## src/rtl/core/kead_pkg.sv

```systemverilog
// Shared types, constants, key table and key-code decode for the keypad decoder.
`default_nettype none

package kead_pkg;

  // Item payloads.
  typedef struct packed {
    logic [63:0] scan_high;
    logic [63:0] scan_low;
  } kead_scan_t;

  typedef struct packed {
    logic [6:0] character;
    logic [1:0] cursor_mode;
    logic       cursor_mode_valid;
  } kead_result_t;

  // Cursor styles reported with a mode update.
  typedef enum logic [1:0] {
    CurNormal = 2'd0,
    CurShift  = 2'd1,
    CurCaps   = 2'd2,
    CurCtrl   = 2'd3
  } cursor_e;

  // Configuration register indexes.
  typedef enum logic {
    CfgAlphaKey = 1'b0,
    CfgShiftKey = 1'b1
  } cfg_idx_e;

  localparam int unsigned KeyCodeW   = 7;
  localparam int unsigned ColumnW    = 3;
  localparam int unsigned CharW      = 7;
  // Only matrix words 0 to 4 can be named by a key code.
  localparam int unsigned UsedWords  = 5;
  localparam int unsigned UsedBits   = UsedWords * 16;
  localparam int unsigned PosW       = $clog2(UsedBits);

  localparam int unsigned StoredRows = 50;
  localparam int unsigned DefNumKeys    = 50;
  localparam int unsigned DefNumColumns = 7;

  localparam logic [KeyCodeW-1:0] AlphaKeyReset = 7'd77;
  localparam logic [KeyCodeW-1:0] ShiftKeyReset = 7'd78;

  // Table columns selected by the modifier state.
  localparam logic [ColumnW-1:0] ColNormal = 3'd1;
  localparam logic [ColumnW-1:0] ColCaps   = 3'd2;
  localparam logic [ColumnW-1:0] ColShift  = 3'd3;
  localparam logic [ColumnW-1:0] ColCtrl   = 3'd4;

  // Special characters.
  localparam logic [CharW-1:0] ChNoKey = 7'd1;

  // Division by ten of a key code through a reciprocal multiply.
  localparam logic [14:0] DivTenMul = 15'd205;
  localparam int unsigned DivTenShift = 11;

  typedef struct packed {
    logic            hit;
    logic [PosW-1:0] pos;
  } kead_keypos_t;

  typedef struct packed {
    logic            alpha_hit;
    logic [PosW-1:0] alpha_pos;
    logic            shift_hit;
    logic [PosW-1:0] shift_pos;
  } kead_keys_t;

  typedef struct packed {
    logic [ColumnW-1:0] column;
    cursor_e            cursor_mode;
    logic               cursor_valid;
    logic               modifier_hit;
  } kead_mode_t;

  // Each row: key code, then the characters of columns one to seven.
  localparam logic [7:0] KeyMap [StoredRows][8] = '{
    '{8'd79, 8'd1, 8'd1, 8'd1, 8'd1, 8'd1, 8'd1, 8'd1},
    '{8'd69, 8'd1, 8'd1, 8'd1, 8'd1, 8'd1, 8'd1, 8'd1},
    '{8'd59, 8'd1, 8'd1, 8'd1, 8'd1, 8'd1, 8'd1, 8'd1},
    '{8'd49, 8'd1, 8'd1, 8'd1, 8'd1, 8'd1, 8'd1, 8'd1},
    '{8'd39, 8'd1, 8'd1, 8'd1, 8'd1, 8'd1, 8'd1, 8'd1},
    '{8'd29, 8'd1, 8'd1, 8'd1, 8'd1, 8'd1, 8'd1, 8'd1},
    '{8'd78, 8'd1, 8'd1, 8'd1, 8'd1, 8'd1, 8'd1, 8'd1},
    '{8'd68, 8'd1, 8'd1, 8'd1, 8'd1, 8'd1, 8'd1, 8'd1},
    '{8'd58, 8'd1, 8'd1, 8'd1, 8'd1, 8'd1, 8'd1, 8'd1},
    '{8'd48, 8'd0, 8'd0, 8'd0, 8'd0, 8'd0, 8'd0, 8'd0},
    '{8'd38, 8'd2, 8'd2, 8'd2, 8'd2, 8'd2, 8'd2, 8'd2},
    '{8'd28, 8'd16, 8'd16, 8'd16, 8'd16, 8'd16, 8'd16, 8'd16},
    '{8'd77, 8'd1, 8'd1, 8'd1, 8'd1, 8'd1, 8'd1, 8'd1},
    '{8'd67, 8'd1, 8'd1, 8'd1, 8'd1, 8'd1, 8'd1, 8'd1},
    '{8'd57, 8'd1, 8'd1, 8'd1, 8'd1, 8'd1, 8'd1, 8'd1},
    '{8'd47, 8'd27, 8'd27, 8'd27, 8'd27, 8'd27, 8'd27, 8'd27},
    '{8'd37, 8'd14, 8'd14, 8'd14, 8'd14, 8'd14, 8'd14, 8'd14},
    '{8'd27, 8'd6, 8'd6, 8'd6, 8'd6, 8'd6, 8'd6, 8'd6},
    '{8'd76, 8'd1, 8'd65, 8'd1, 8'd97, 8'd1, 8'd1, 8'd1},
    '{8'd66, 8'd1, 8'd66, 8'd1, 8'd98, 8'd2, 8'd1, 8'd1},
    '{8'd56, 8'd1, 8'd67, 8'd1, 8'd99, 8'd3, 8'd1, 8'd1},
    '{8'd46, 8'd1, 8'd68, 8'd1, 8'd100, 8'd4, 8'd1, 8'd1},
    '{8'd36, 8'd1, 8'd69, 8'd1, 8'd101, 8'd5, 8'd1, 8'd1},
    '{8'd26, 8'd1, 8'd70, 8'd1, 8'd102, 8'd6, 8'd1, 8'd1},
    '{8'd75, 8'd1, 8'd71, 8'd1, 8'd103, 8'd7, 8'd1, 8'd1},
    '{8'd65, 8'd9, 8'd72, 8'd1, 8'd104, 8'd8, 8'd1, 8'd1},
    '{8'd55, 8'd40, 8'd73, 8'd1, 8'd105, 8'd9, 8'd1, 8'd1},
    '{8'd45, 8'd41, 8'd74, 8'd1, 8'd106, 8'd10, 8'd1, 8'd1},
    '{8'd35, 8'd44, 8'd75, 8'd1, 8'd107, 8'd11, 8'd1, 8'd1},
    '{8'd25, 8'd1, 8'd76, 8'd1, 8'd108, 8'd12, 8'd1, 8'd1},
    '{8'd74, 8'd55, 8'd77, 8'd38, 8'd109, 8'd13, 8'd1, 8'd1},
    '{8'd64, 8'd56, 8'd78, 8'd1, 8'd110, 8'd14, 8'd1, 8'd1},
    '{8'd54, 8'd57, 8'd79, 8'd1, 8'd111, 8'd15, 8'd1, 8'd1},
    '{8'd44, 8'd8, 8'd8, 8'd8, 8'd8, 8'd8, 8'd8, 8'd8},
    '{8'd10, 8'd3, 8'd3, 8'd3, 8'd3, 8'd3, 8'd3, 8'd3},
    '{8'd73, 8'd52, 8'd80, 8'd36, 8'd112, 8'd16, 8'd1, 8'd1},
    '{8'd63, 8'd53, 8'd81, 8'd37, 8'd113, 8'd17, 8'd1, 8'd1},
    '{8'd53, 8'd54, 8'd82, 8'd94, 8'd114, 8'd18, 8'd1, 8'd1},
    '{8'd43, 8'd42, 8'd83, 8'd123, 8'd115, 8'd19, 8'd1, 8'd1},
    '{8'd33, 8'd47, 8'd84, 8'd125, 8'd116, 8'd20, 8'd1, 8'd1},
    '{8'd72, 8'd49, 8'd85, 8'd33, 8'd117, 8'd21, 8'd1, 8'd1},
    '{8'd62, 8'd50, 8'd86, 8'd64, 8'd118, 8'd22, 8'd1, 8'd1},
    '{8'd52, 8'd51, 8'd87, 8'd35, 8'd119, 8'd23, 8'd1, 8'd1},
    '{8'd42, 8'd43, 8'd88, 8'd91, 8'd120, 8'd24, 8'd1, 8'd1},
    '{8'd32, 8'd45, 8'd89, 8'd93, 8'd121, 8'd25, 8'd1, 8'd1},
    '{8'd71, 8'd48, 8'd90, 8'd1, 8'd122, 8'd26, 8'd1, 8'd1},
    '{8'd61, 8'd46, 8'd32, 8'd61, 8'd32, 8'd1, 8'd1, 8'd1},
    '{8'd51, 8'd63, 8'd34, 8'd1, 8'd1, 8'd1, 8'd1, 8'd1},
    '{8'd41, 8'd95, 8'd59, 8'd58, 8'd45, 8'd1, 8'd1, 8'd1},
    '{8'd31, 8'd10, 8'd10, 8'd10, 8'd10, 8'd10, 8'd10, 8'd10}
  };

  // Maps a key code to its bit in the used matrix words. The row digit picks
  // the word (row / 2) and the byte (row odd: upper byte); the tens digit
  // minus one picks the bit. A code below ten or a bit past fifteen misses.
  function automatic kead_keypos_t key_pos(input logic [KeyCodeW-1:0] code);
    logic [14:0]   prod;
    logic [3:0]    tens;
    logic [3:0]    row;
    logic [4:0]    bit_idx;
    kead_keypos_t  res;
    prod    = 15'(code) * DivTenMul;
    tens    = prod[DivTenShift +: 4];
    row     = 4'(code - 7'(7'(tens) * 7'd10));
    bit_idx = 5'(tens) - 5'd1 + (row[0] ? 5'd8 : 5'd0);
    res.hit = (tens != 4'd0) && (bit_idx <= 5'd15);
    res.pos = {row[3:1], bit_idx[3:0]};
    return res;
  endfunction

endpackage

`default_nettype wire

```

## src/rtl/core/kead_cfg_regs.sv

```systemverilog
// Modifier key-code registers and their decode to matrix bit positions.
`default_nettype none

module kead_cfg_regs (
  input  wire logic                          clk_i,
  input  wire logic                          rst_ni,
  input  wire logic                          cfg_we_i,
  input  wire kead_pkg::cfg_idx_e            cfg_idx_i,
  input  wire logic [kead_pkg::KeyCodeW-1:0] cfg_wdata_i,
  output kead_pkg::kead_keys_t               keys_o
);
  import kead_pkg::*;

  logic [KeyCodeW-1:0] alpha_code_q, alpha_code_d;
  logic [KeyCodeW-1:0] shift_code_q, shift_code_d;
  kead_keypos_t        alpha_pos;
  kead_keypos_t        shift_pos;

  // Register writes.
  always_comb begin
    alpha_code_d = alpha_code_q;
    shift_code_d = shift_code_q;
    if (cfg_we_i) begin
      case (cfg_idx_i)
        CfgAlphaKey: alpha_code_d = cfg_wdata_i;
        CfgShiftKey: shift_code_d = cfg_wdata_i;
        default: ;
      endcase
    end
  end

  always_ff @(posedge clk_i or negedge rst_ni) begin
    if (!rst_ni) begin
      alpha_code_q <= AlphaKeyReset;
      shift_code_q <= ShiftKeyReset;
    end else begin
      alpha_code_q <= alpha_code_d;
      shift_code_q <= shift_code_d;
    end
  end

  // Decode the codes to bit positions in the scan.
  assign alpha_pos = key_pos(alpha_code_q);
  assign shift_pos = key_pos(shift_code_q);

  assign keys_o.alpha_hit = alpha_pos.hit;
  assign keys_o.alpha_pos = alpha_pos.pos;
  assign keys_o.shift_hit = shift_pos.hit;
  assign keys_o.shift_pos = shift_pos.pos;

endmodule

`default_nettype wire

```

## src/rtl/core/kead_modifier.sv

```systemverilog
// Shift, caps and ctrl modifier state and the cursor-mode update it reports.
`default_nettype none

module kead_modifier (
  input  wire logic             clk_i,
  input  wire logic             rst_ni,
  input  wire logic             advance_i,
  input  wire logic             alpha_edge_i,
  input  wire logic             shift_edge_i,
  output kead_pkg::kead_mode_t  mode_o
);
  import kead_pkg::*;

  logic               shift_q, shift_d;
  logic               caps_q, caps_d;
  logic               ctrl_q, ctrl_d;
  logic [ColumnW-1:0] column_q, column_d;

  // Next modifier state and the mode update for the scan in flight.
  always_comb begin
    shift_d             = shift_q;
    caps_d              = caps_q;
    ctrl_d              = ctrl_q;
    column_d            = column_q;
    mode_o.cursor_mode  = CurNormal;
    mode_o.cursor_valid = 1'b0;
    mode_o.modifier_hit = 1'b0;
    // Caps forces the upper-case column for ordinary keys.
    mode_o.column       = caps_q ? ColCaps : column_q;

    if (alpha_edge_i) begin
      mode_o.modifier_hit = 1'b1;
      mode_o.cursor_valid = 1'b1;
      ctrl_d              = !ctrl_q;
      if (ctrl_q) begin
        column_d           = ColNormal;
        mode_o.cursor_mode = CurNormal;
      end else begin
        column_d           = ColCtrl;
        mode_o.cursor_mode = CurCtrl;
      end
    end else if (shift_edge_i) begin
      mode_o.modifier_hit = 1'b1;
      mode_o.cursor_valid = 1'b1;
      if (ctrl_q) begin
        ctrl_d             = 1'b0;
        shift_d            = 1'b0;
        caps_d             = 1'b1;
        column_d           = ColCaps;
        mode_o.cursor_mode = CurCaps;
      end else if (caps_q) begin
        caps_d             = 1'b0;
        column_d           = ColNormal;
        mode_o.cursor_mode = CurNormal;
      end else if (shift_q) begin
        shift_d            = 1'b0;
        column_d           = ColNormal;
        mode_o.cursor_mode = CurNormal;
      end else begin
        shift_d            = 1'b1;
        column_d           = ColShift;
        mode_o.cursor_mode = CurShift;
      end
    end else if (caps_q) begin
      column_d            = ColCaps;
      mode_o.cursor_mode  = CurCaps;
      mode_o.cursor_valid = 1'b1;
    end
  end

  // State moves only when a scan transfers to the result register.
  always_ff @(posedge clk_i or negedge rst_ni) begin
    if (!rst_ni) begin
      shift_q  <= 1'b0;
      caps_q   <= 1'b0;
      ctrl_q   <= 1'b0;
      column_q <= ColNormal;
    end else if (advance_i) begin
      shift_q  <= shift_d;
      caps_q   <= caps_d;
      ctrl_q   <= ctrl_d;
      column_q <= column_d;
    end
  end

endmodule

`default_nettype wire

```

## src/rtl/core/kead_key_lookup.sv

```systemverilog
// Priority select of the first table key with a new press and its character.
`default_nettype none

module kead_key_lookup #(
  parameter int unsigned NUM_KEYS    = kead_pkg::DefNumKeys,
  parameter int unsigned NUM_COLUMNS = kead_pkg::DefNumColumns
) (
  input  wire logic [kead_pkg::UsedBits-1:0] edge_i,
  input  wire logic [kead_pkg::ColumnW-1:0]  column_i,
  output logic [kead_pkg::CharW-1:0]         character_o
);
  import kead_pkg::*;

  localparam int unsigned ActiveRows = (NUM_KEYS < StoredRows) ? NUM_KEYS : StoredRows;

  logic         column_ok;
  kead_keypos_t row_pos;
  logic [7:0]   entry;

  assign column_ok = (column_i >= 3'd1) && (int'(column_i) <= NUM_COLUMNS);

  // Walk from the last row down so that the first matching row wins.
  always_comb begin
    character_o = ChNoKey;
    row_pos     = '0;
    entry       = '0;
    for (int i = ActiveRows - 1; i >= 0; i--) begin
      row_pos = key_pos(KeyMap[i][0][KeyCodeW-1:0]);
      if (row_pos.hit && edge_i[row_pos.pos]) begin
        entry       = KeyMap[i][column_i];
        character_o = column_ok ? entry[CharW-1:0] : ChNoKey;
      end
    end
  end

endmodule

`default_nettype wire

```

## src/rtl/core/keypad_edge_ascii_decoder.sv

```systemverilog
// Top level of the keypad edge decoder: scan register, decode and result register.
`default_nettype none

// Takes one key-matrix scan per transfer and returns one result per scan: the
// character of the first table key newly pressed since the previous scan
// (1 when none, 0 for abort), plus a cursor-mode update when the alpha or
// shift key was pressed or caps is on. A new scan is accepted every cycle
// while the result side does not hold it back; each scan is held in the input
// register and then lands in the result register, from which its result is
// offered. The priority select over the key table between those two
// registers sets the cycle time. Back-pressure on the result side stalls the
// input register, and the previous scan and modifier state move only when a
// scan reaches the result register. The user must write the alpha and shift
// key codes through the configuration port only while no scan is in flight;
// the block itself does not enforce this.
module keypad_edge_ascii_decoder #(
  parameter int unsigned NUM_KEYS    = kead_pkg::DefNumKeys,
  parameter int unsigned NUM_COLUMNS = kead_pkg::DefNumColumns
) (
  input  wire logic                          clk_i,
  input  wire logic                          rst_ni,
  input  wire logic                          in_valid_i,
  output logic                               in_ready_o,
  input  wire kead_pkg::kead_scan_t          scan_i,
  output logic                               out_valid_o,
  input  wire logic                          out_ready_i,
  output kead_pkg::kead_result_t             result_o,
  input  wire logic                          cfg_we_i,
  input  wire kead_pkg::cfg_idx_e            cfg_idx_i,
  input  wire logic [kead_pkg::KeyCodeW-1:0] cfg_wdata_i
);
  import kead_pkg::*;

  logic                s1_valid_q, s1_valid_d;
  logic [UsedBits-1:0] s1_scan_q;
  logic [UsedBits-1:0] prev_scan_q;
  logic                out_valid_q, out_valid_d;
  kead_result_t        out_q, out_d;
  logic                in_xfer;
  logic                advance;
  logic [UsedBits-1:0] key_edge;
  logic                alpha_edge;
  logic                shift_edge;
  kead_keys_t          keys;
  kead_mode_t          mode;
  logic [CharW-1:0]    table_char;

  // Handshake: the input register moves on whenever the result slot frees.
  assign advance    = s1_valid_q && (!out_valid_q || out_ready_i);
  assign in_ready_o = !s1_valid_q || advance;
  assign in_xfer    = in_valid_i && in_ready_o;
  assign s1_valid_d = in_xfer || (s1_valid_q && !advance);

  always_ff @(posedge clk_i or negedge rst_ni) begin
    if (!rst_ni) begin
      s1_valid_q <= 1'b0;
    end else begin
      s1_valid_q <= s1_valid_d;
    end
  end

  // Input register keeps only the words a key code can reach.
  always_ff @(posedge clk_i) begin
    if (in_xfer) begin
      s1_scan_q <= {scan_i.scan_high[UsedBits-65:0], scan_i.scan_low};
    end
  end

  // Previous scan advances with each decoded scan.
  always_ff @(posedge clk_i or negedge rst_ni) begin
    if (!rst_ni) begin
      prev_scan_q <= '0;
    end else if (advance) begin
      prev_scan_q <= s1_scan_q;
    end
  end

  assign key_edge   = s1_scan_q & ~prev_scan_q;
  assign alpha_edge = keys.alpha_hit && key_edge[keys.alpha_pos];
  assign shift_edge = keys.shift_hit && key_edge[keys.shift_pos];

  kead_cfg_regs u_cfg_regs (
    .clk_i       (clk_i),
    .rst_ni      (rst_ni),
    .cfg_we_i    (cfg_we_i),
    .cfg_idx_i   (cfg_idx_i),
    .cfg_wdata_i (cfg_wdata_i),
    .keys_o      (keys)
  );

  kead_modifier u_modifier (
    .clk_i        (clk_i),
    .rst_ni       (rst_ni),
    .advance_i    (advance),
    .alpha_edge_i (alpha_edge),
    .shift_edge_i (shift_edge),
    .mode_o       (mode)
  );

  kead_key_lookup #(
    .NUM_KEYS    (NUM_KEYS),
    .NUM_COLUMNS (NUM_COLUMNS)
  ) u_key_lookup (
    .edge_i      (key_edge),
    .column_i    (mode.column),
    .character_o (table_char)
  );

  // Result assembly: a modifier press yields no character.
  always_comb begin
    out_d.character         = mode.modifier_hit ? ChNoKey : table_char;
    out_d.cursor_mode       = mode.cursor_mode;
    out_d.cursor_mode_valid = mode.cursor_valid;
  end

  assign out_valid_d = advance || (out_valid_q && !out_ready_i);

  always_ff @(posedge clk_i or negedge rst_ni) begin
    if (!rst_ni) begin
      out_valid_q <= 1'b0;
    end else begin
      out_valid_q <= out_valid_d;
    end
  end

  always_ff @(posedge clk_i) begin
    if (advance) begin
      out_q <= out_d;
    end
  end

  assign out_valid_o = out_valid_q;
  assign result_o    = out_q;

endmodule

`default_nettype wire

```

## config.mk

```make
export PLATFORM = sky130hd
export DESIGN_NAME = keypad_edge_ascii_decoder
export DESIGN_NICKNAME = d
export VERILOG_FILES = /design/src/rtl/core/kead_pkg.sv /design/src/rtl/core/kead_cfg_regs.sv /design/src/rtl/core/kead_modifier.sv /design/src/rtl/core/kead_key_lookup.sv /design/src/rtl/core/keypad_edge_ascii_decoder.sv
export SDC_FILE = /design/constraint.sdc
export NUM_CORES = 1
export LEC_CHECK = 0
export BUFFER_PORTS_ARGS = -buffer_cell sky130_fd_sc_hd__buf_2
export CORE_AREA = 2 2 240 242
export CTS_BUF_LIST = sky130_fd_sc_hd__clkbuf_4 sky130_fd_sc_hd__clkbuf_8
export CTS_CLUSTER_DIAMETER = 200
export DETAILED_ROUTE_END_ITERATION = 10
export DIE_AREA = 0 0 242 244
export PLACE_DENSITY = 0.5
export SLEW_MARGIN = 20
export SYNTH_ARGS = -nofsm -noshare
export SYNTH_HDL_FRONTEND = slang
export SYNTH_HIERARCHICAL = 1
export SYNTH_SLANG_ARGS = --single-unit
```

## constraint.sdc

```tcl
create_clock -name clk_i -period 13.2 [get_ports clk_i]
set_clock_uncertainty 0.15 [all_clocks]
set_input_delay 1.32 -clock clk_i [delete_from_list [all_inputs] [get_ports clk_i]]
set_output_delay 1.32 -clock clk_i [all_outputs]
set_load 0.03 [all_outputs]
```

Yosys cells after proc, flatten, opt, wreduce, memory -nomap -nowiden
Memories as Yosys holds them, arrays and structs flattened.
Cells that the tools add are included.
- word-level logic and storage cells: 338
- flip-flop bits (word level): 192
- input bits: 141
- bits in read-only memories: 3200
- memories: 50
- memories (memory ; depth ; width ; read ports ; clocked after Yosys merged registers in ; write ports ; RTL line ; RTL):
    (no name shown) ; 8 ; 8 ; 1 ; 0 ; 0 ; kead_key_lookup.sv:30 ; entry = KeyMap[i][column_i];
    (no name shown) ; 8 ; 8 ; 1 ; 0 ; 0 ; kead_key_lookup.sv:30 ;
    (no name shown) ; 8 ; 8 ; 1 ; 0 ; 0 ; kead_key_lookup.sv:30 ;
    (no name shown) ; 8 ; 8 ; 1 ; 0 ; 0 ; kead_key_lookup.sv:30 ;
    (no name shown) ; 8 ; 8 ; 1 ; 0 ; 0 ; kead_key_lookup.sv:30 ;
    (no name shown) ; 8 ; 8 ; 1 ; 0 ; 0 ; kead_key_lookup.sv:30 ;
    +44 memories ; n/a ; n/a ; n/a ; n/a ; n/a ; n/a ;
- $lt $le $gt $ge: 6
- reduce and logical (&&, ||, !) cells: 26
- multiply operators: 4
- bitwise gates (word level): 5
- equality and inequality tests: 1
- add/sub/neg operators: 6
- mux-type cells: 227
- operator list (kind ; number):
    7-bit two-way mux ; 200
    80-bit bitwise AND ; 1
    80-bit inverter ; 1
    7-bit by 8-bit multiplier with 15-bit output, second input constant ; 2
    3-bit two-way mux ; 7
    7-bit by 8-bit less-than comparator with 1-bit output, second input constant ; 2
    1-bit binary-select mux with 7-bit select ; 2
    4-bit two-way mux ; 3
    5-bit adder ; 2
    5-bit by 4-bit <= comparator with 1-bit output, second input constant ; 2
    1-bit two-way mux ; 10
    2-bit two-way mux ; 5
    4-bit by 1-bit subtractor with 5-bit output, second input constant ; 2
    1-bit logical AND ; 8
    4-bit by 3-bit multiplier with 3-bit output, second input constant ; 2
    4-bit nonzero test ; 2
    4-bit subtractor ; 2
    2-bit AND reduction ; 3
    1-bit zero test ; 5
    4-bit greater-or-equal comparator, second input constant ; 1
    1-bit logical OR ; 4
    3-bit inverter with 4-bit output ; 1
    4-bit AND reduction ; 1
    3-bit by 1-bit greater-or-equal comparator with 1-bit output, second input constant ; 1
    other kinds (5) ; 6

Longest topological paths before layout
Gate-level depths: netlist of the first run.
- depth after elaboration: 56
- depth in mapped cells: 30
- mapped depth without buffers: 30

By module
Netlist of the first run, hierarchy kept.
- modules (own cells, without submodules) (module ; area an instance (um^2) ; instances ; cells each ; sequential area each (um^2)):
    keypad_edge_ascii_decoder ; 7953.9 ; 1 ; 560 ; 4754.6
    kead_key_lookup ; 2831.5 ; 1 ; 485 ; 0.0
    kead_cfg_regs ; 2791.4 ; 1 ; 286 ; 360.3
    kead_modifier ; 365.4 ; 1 ; 39 ; 151.4

Worst setup path before layout of the first run
No wires, ideal clock.
- path type: register to register
- from: reg u_cfg_regs.alpha_code_q[6]
- to: reg out_q (netlist bit result_o[3]), data pin
- path slack: 6484 ps
- setup time: 262 ps
- buffers on the path: 1
- arrival: 6304 ps
- data required time: 12788 ps
- clock period less this slack: 6716 ps
- cell stages (with the launch flop): 25
- cell sequence: dfstp_2 -> ha_1 -> ha_1 -> fa_1 -> inv_1 -> fa_1 -> inv_1 -> ha_1 -> a21o_1 -> o311a_1 -> o311ai_2 -> nor2b_1 -> xnor2_1 -> ha_1 -> inv_1 -> fa_1 -> xnor2_1 -> clkbuf_1 -> mux4_2 -> mux2i_1 -> o22ai_1 -> nor3_1 -> nor3_2 -> or2_1 -> or2_2
- RTL lines (what ; RTL line ; RTL):
    from (decl) ; kead_cfg_regs.sv:14 ; logic [KeyCodeW-1:0] alpha_code_q, alpha_code_d;
    from (signal assigned) ; kead_cfg_regs.sv:34 ; alpha_code_q <= AlphaKeyReset;
    from (signal assigned) ; kead_cfg_regs.sv:37 ; alpha_code_q <= alpha_code_d;
    to (signal assigned) ; keypad_edge_ascii_decoder.sv:128 ; out_q <= out_d;
    to (decl) ; keypad_edge_ascii_decoder.sv:38 ; kead_result_t out_q, out_d;

==> results.yml, run 1 <==
yosys:
  netlist_instances: 1363
  syn_area_mm2: 0.0139
  syn_nets: 1608
  synth_area_per_cell_um2: 10.2
  yosys_warnings: 6
worst_hold_path:
  hold_depth: 1
  hold_path.class: "flip-flop to flip-flop"
timing:
  max_slew_margin_pct: 24.6
  post-route-period-util_pct: 59.9
  tightest_slew_ns: 1.13
  whs_ns: 0.346
  period_minus_slack_ns: 7.91
  fmax_mhz: 126
  hold_viol: 0
  rsz0062_at_grt: "false"
  setup_viol: 0
  final_max_slew_viol_count: 0
  setup-tns-final_ns: 0
critical_path:
  cp.arrival_ns: 8.21
  worstPathRequired_ns: 13.50
  crit_top_cell: "inv_1"
  crit_path_top_delay_cell: "a31oi_1"
  path_depth: 28
  path_max_fanout: 20
  path_class: "flip-flop to flip-flop"
  rrSetupSlack_ns: 5.29
  cp_num_buf_inv: 5
  crit_family: "adder cells"
  reg2reg_depth: 28
  crit_path_start_kind: "flip-flop"
  max_stage_delay_ns: 0.75
  end_kind: "flip-flop"
grt:
  groute.usage.overall_pct: 15.1
  first_global_vias: 10900
  grt_pass1_wl_um: 67500
  grt_max_degree: 81
  grt_antenna_before_repair: 2
  overflow: 0
routing:
  drt_iter0_drc: 829
  viasPerCell: 5.07
  num_vias: 11200
  drt_wl_total_um: 44400
  antenna_left: 0
  dr.pass1.iters: 5
  drc: 0
  wire_per_inst_um: 20.0
place:
  gp_congestion: 0.885
  port-buffer-count: 104
  dp_hpwl_um: 33500
  dp_cells: 2185
cts:
  cts_resized: 0
  cts_buffers: 17
  cts_hold_buf: 0
  cts.sinks: 192
  clk_pin_slew_worst_paths_ns: 0.12
  h-tree-depth: 4
  clkLatencyLatePin_ns: 0.57
  cts_tree: "yes"
  cts_root_buffer: "clkbuf_8"
  cts_setup_buffers: 0
  cts_buffer_depth: 2
floorplan:
  die_w_um: 242
  die_h_um: 244
  io_pins: 153
  rows: 87
  coreArea_mm2: 0.0562
  die_area_mm2: 0.0590
  start_util_pct: 24.8
cells_and_area:
  drive_above_1_share_pct: 22.8
  fin_cells: 2218
  fin_nets: 1693
  multi_input_area_mm2: 0.00797
  area_delta_synth_final_pct: 13.0
  nFillCells: 6040
  post-route-util_pct: 28.0
  ff_latch_area_mm2: 0.00527
outcome:
  status: "finished clean"
run:
  drv_cap: 0
## layout by cell type, fill, tap and decap left out, drive strengths merged, types with 10 or more instances in the layout
cell	instances
nor3	34
dfrtp	93
or3b	13
a211oi	12
o211ai	16
nor2	84
nand2b	32
o22ai	10
edfxtp	90
inv	105
mux2	95
a21o	12
fa	20
xnor2	14
or3	11
buf	134
mux4	23
nand3	29
nand2	71
nor2b	93
o2111ai	10
ha	84
o21ai	53
or2	13
a21oi	66
clkbuf	17
a221oi	10
a31oi	12
nand3b	15
a2111oi	13
## final cells by class
| class | instances | area share [%] |
|---|---|---|
| inverter | 100 | 2.39 |
| multi-input combinational | 1003 | 50.7 |
| sequential | 192 | 33.5 |
| timing repair buffer | 134 | 4.78 |
| clock inverter | 15 | 1.11 |
| antenna | 1 | 0.0159 |
| clock buffer | 17 | 1.49 |
| tap | 756 | 6.02 |
## layer usage
metal	vias up	track usage (%)	routed length, µm
met2	360	23.7	20300
met3	69	3.20	2280
li1	5235	-	-
met1	5575	20.2	20400
met5	-	0	13
met4	2	6.14	1470
## flip-flops by register name (all words and copies together) (netlist names)
register and cells:
u_modifier/column_q 3, result_o 10, prev_scan_q 80, out_valid_o 1, u_modifier/shift_q 1, u_cfg_regs/alpha_code_q 7, s1_valid_q 1, u_modifier/ctrl_q 1
s1_scan_q 80, u_cfg_regs/shift_code_q 7, u_modifier/caps_q 1
## stage by stage
stage / setup slack, ns / instance area [µm²]
after floorplan: 6.48 / 13900
after global placement: 5.33 / 15300
after detailed placement: 5.22 / 15300
after CTS: 5.21 / 15700
after global routing: 4.66 / 15700
final: 5.29 / 15700
## final timing paths
check,start,endpoint
max,u_cfg_regs/shift_code_q[6]$_DFFE_PN1P_,u_modifier/ctrl_q$_DFFE_PN0P_
min,u_modifier/shift_q$_DFFE_PN0P_,u_modifier/shift_q$_DFFE_PN0P_
max reg2reg,u_cfg_regs/shift_code_q[6]$_DFFE_PN1P_,u_modifier/ctrl_q$_DFFE_PN0P_
min reg2reg,u_modifier/shift_q$_DFFE_PN0P_,u_modifier/shift_q$_DFFE_PN0P_
max in group asynchronous,rst_ni,prev_scan_q[34]$_DFFE_PN0P_
min in group asynchronous,rst_ni,prev_scan_q[29]$_DFFE_PN0P_
## worst register-to-register path, delay by kind of cell (launching register included)
kind                       cells  cell delay (ns)
and+or+nand+nor                4             1.08
adders and majority gates      7             2.61
xor gates and xnor gates       1             0.32
buffers and inverters          5             0.60
DFF                            1             0.58
AOI/OAI and AO/OA             11             2.48
Power of run 1 is not shown: default switching activity piles up to over one toggle a cycle in this logic, so the estimate is an artifact.
==> run 2: changes to the inputs <==
- clock period: 13.2 -> 7.6 ns (I/O delays scaled with it)
==> results.yml, run 2 (synthesis gave the netlist of run 1 again) <==
run:
  drv_cap: 0
place:
  dp_hpwl_um: 33900
  gp_congestion: 0.885
  port-buffer-count: 104
  dp_cells: 2205
grt:
  groute.usage.overall_pct: 15.2
  grt_pass1_wl_um: 68400
  grt_antenna_before_repair: 1
  overflow: 0
  grt_max_degree: 81
  first_global_vias: 11200
cts:
  cts_buffers: 17
  clk_pin_slew_worst_paths_ns: 0.13
  cts_hold_buf: 0
  cts.sinks: 192
  cts_root_buffer: "clkbuf_8"
  clkLatencyLatePin_ns: 0.58
  h-tree-depth: 4
  cts_tree: "yes"
  cts_buffer_depth: 2
routing:
  wire_per_inst_um: 19.8
  viasPerCell: 5.01
  num_vias: 11200
  drt_iter0_drc: 843
  antenna_left: 0
  drc: 0
  drt_wl_total_um: 44400
  dr.pass1.iters: 5
timing:
  period_minus_slack_ns: 7.11
  final_max_slew_viol_count: 0
  max_slew_margin_pct: 27.6
  setup-tns-final_ns: 0
  setup_viol: 0
  tightest_slew_ns: 1.06
  fmax_mhz: 141
  post-route-period-util_pct: 93.6
  hold_viol: 0
  rsz0062_at_grt: "false"
floorplan:
  io_pins: 153
  rows: 87
  die_w_um: 242
  die_h_um: 244
  die_area_mm2: 0.0590
  coreArea_mm2: 0.0562
  start_util_pct: 24.8
critical_path:
  end_kind: "flip-flop"
  cp.arrival_ns: 7.28
  crit_top_cell: "inv_1"
  path_max_fanout: 8
  worstPathRequired_ns: 7.77
  crit_path_start_kind: "flip-flop"
  path_class: "flip-flop to flip-flop"
  max_stage_delay_ns: 0.50
  crit_path_top_delay_cell: "fa_1"
cells_and_area:
  drive_above_1_share_pct: 24.0
  final_common_cell: "buf_2"
  fin_nets: 1713
  fin_cells: 2238
  area_delta_synth_final_pct: 14.6
  final_cell_mix: "103 x buf_2, 96 x inv_1, 95 x mux2_2"
outcome:
  status: "finished clean"
worst_hold_path:
  hold_path.class: "input pin to asynchronous set/reset pin"
[run 2: cell types whose count changed in the layout (fill, tap and decap cells not counted), sizes merged]
cell      delta
buf         +20
clkinvlp     -3
inv          +1
clkinv       +2
[run 2: repair_timing]
action                                  4_1_cts  5_1_grt
endpoints found under the setup margin        0        6
resized for setup                             0        3
buffers inserted                              0        0
[run 2: per-layer routing]
| layer | share of wire [%] | routed length [µm] | vias to the layer above | track usage [%] |
|---|---|---|---|---|
| met5 | 0 | 0 | - | 0 |
| met1 | 47 | 21000 | 5553 | 20.8 |
| met4 | 3.0 | 1320 | 0 | 6.50 |
| li1 | - | - | 5264 | - |
| met2 | 45 | 20000 | 352 | 23.7 |
| met3 | 4.7 | 2070 | 53 | 2.60 |
[run 2: metrics by stage]
stage                     util [%]  instance area, µm²  hold slack (ns)  worst slack, ns
after floorplan                  -               13900            0.300            0.884
final                         28.4               15900           0.0394            0.488
after global placement        27.5               15500            0.316            0.464
after CTS                     28.3               15900          0.00724            0.396
after global routing          28.4               15900           0.0619          0.00491
after detailed placement      27.5               15500            0.322            0.445
[run 2: final timing paths]
check,startpoint,endpoint,slack [ns],cells past startpoint
setup / recovery,u_cfg_regs/shift_code_q[4]$_DFFE_PN0P_,result_o[3]$_SDFFCE_PP1P_,0.49,30
hold / removal,rst_ni,prev_scan_q[19]$_DFFE_PN0P_,0.04,1
setup reg to reg,u_cfg_regs/shift_code_q[4]$_DFFE_PN0P_,result_o[3]$_SDFFCE_PP1P_,0.49,30
hold reg to reg,s1_scan_q[60]$_DFFE_PP_,prev_scan_q[60]$_DFFE_PN0P_,0.35,1
max in group asynchronous,rst_ni,prev_scan_q[76]$_DFFE_PN0P_,6.03,2
min in group clk_i,scan_i[65],s1_scan_q[65]$_DFFE_PP_,0.20,1
[run 2: worst max-delay path: cells and delay by family (launching register included)]
kind	cells	cell delay, ns
flops	1	0.48
compound gates	8	1.51
simple gates	4	0.82
fa+ha+maj	7	2.49
buf+inv	9	0.97
xor+xnor	2	0.44
[run 2: area by class of cell]
| class | instances | area (µm²) |
|---|---|---|
| fill | 5979 | 40200 |
| multi-input combinational | 1003 | 7980 |
| tap | 756 | 946 |
| sequential | 192 | 5270 |
| clock buffer | 17 | 234 |
| inverter | 100 | 375 |
| timing repair buffer | 154 | 915 |
| antenna | 1 | 2.50 |
| clock inverter | 15 | 213 |
Power of run 2 is left out for the same reason.
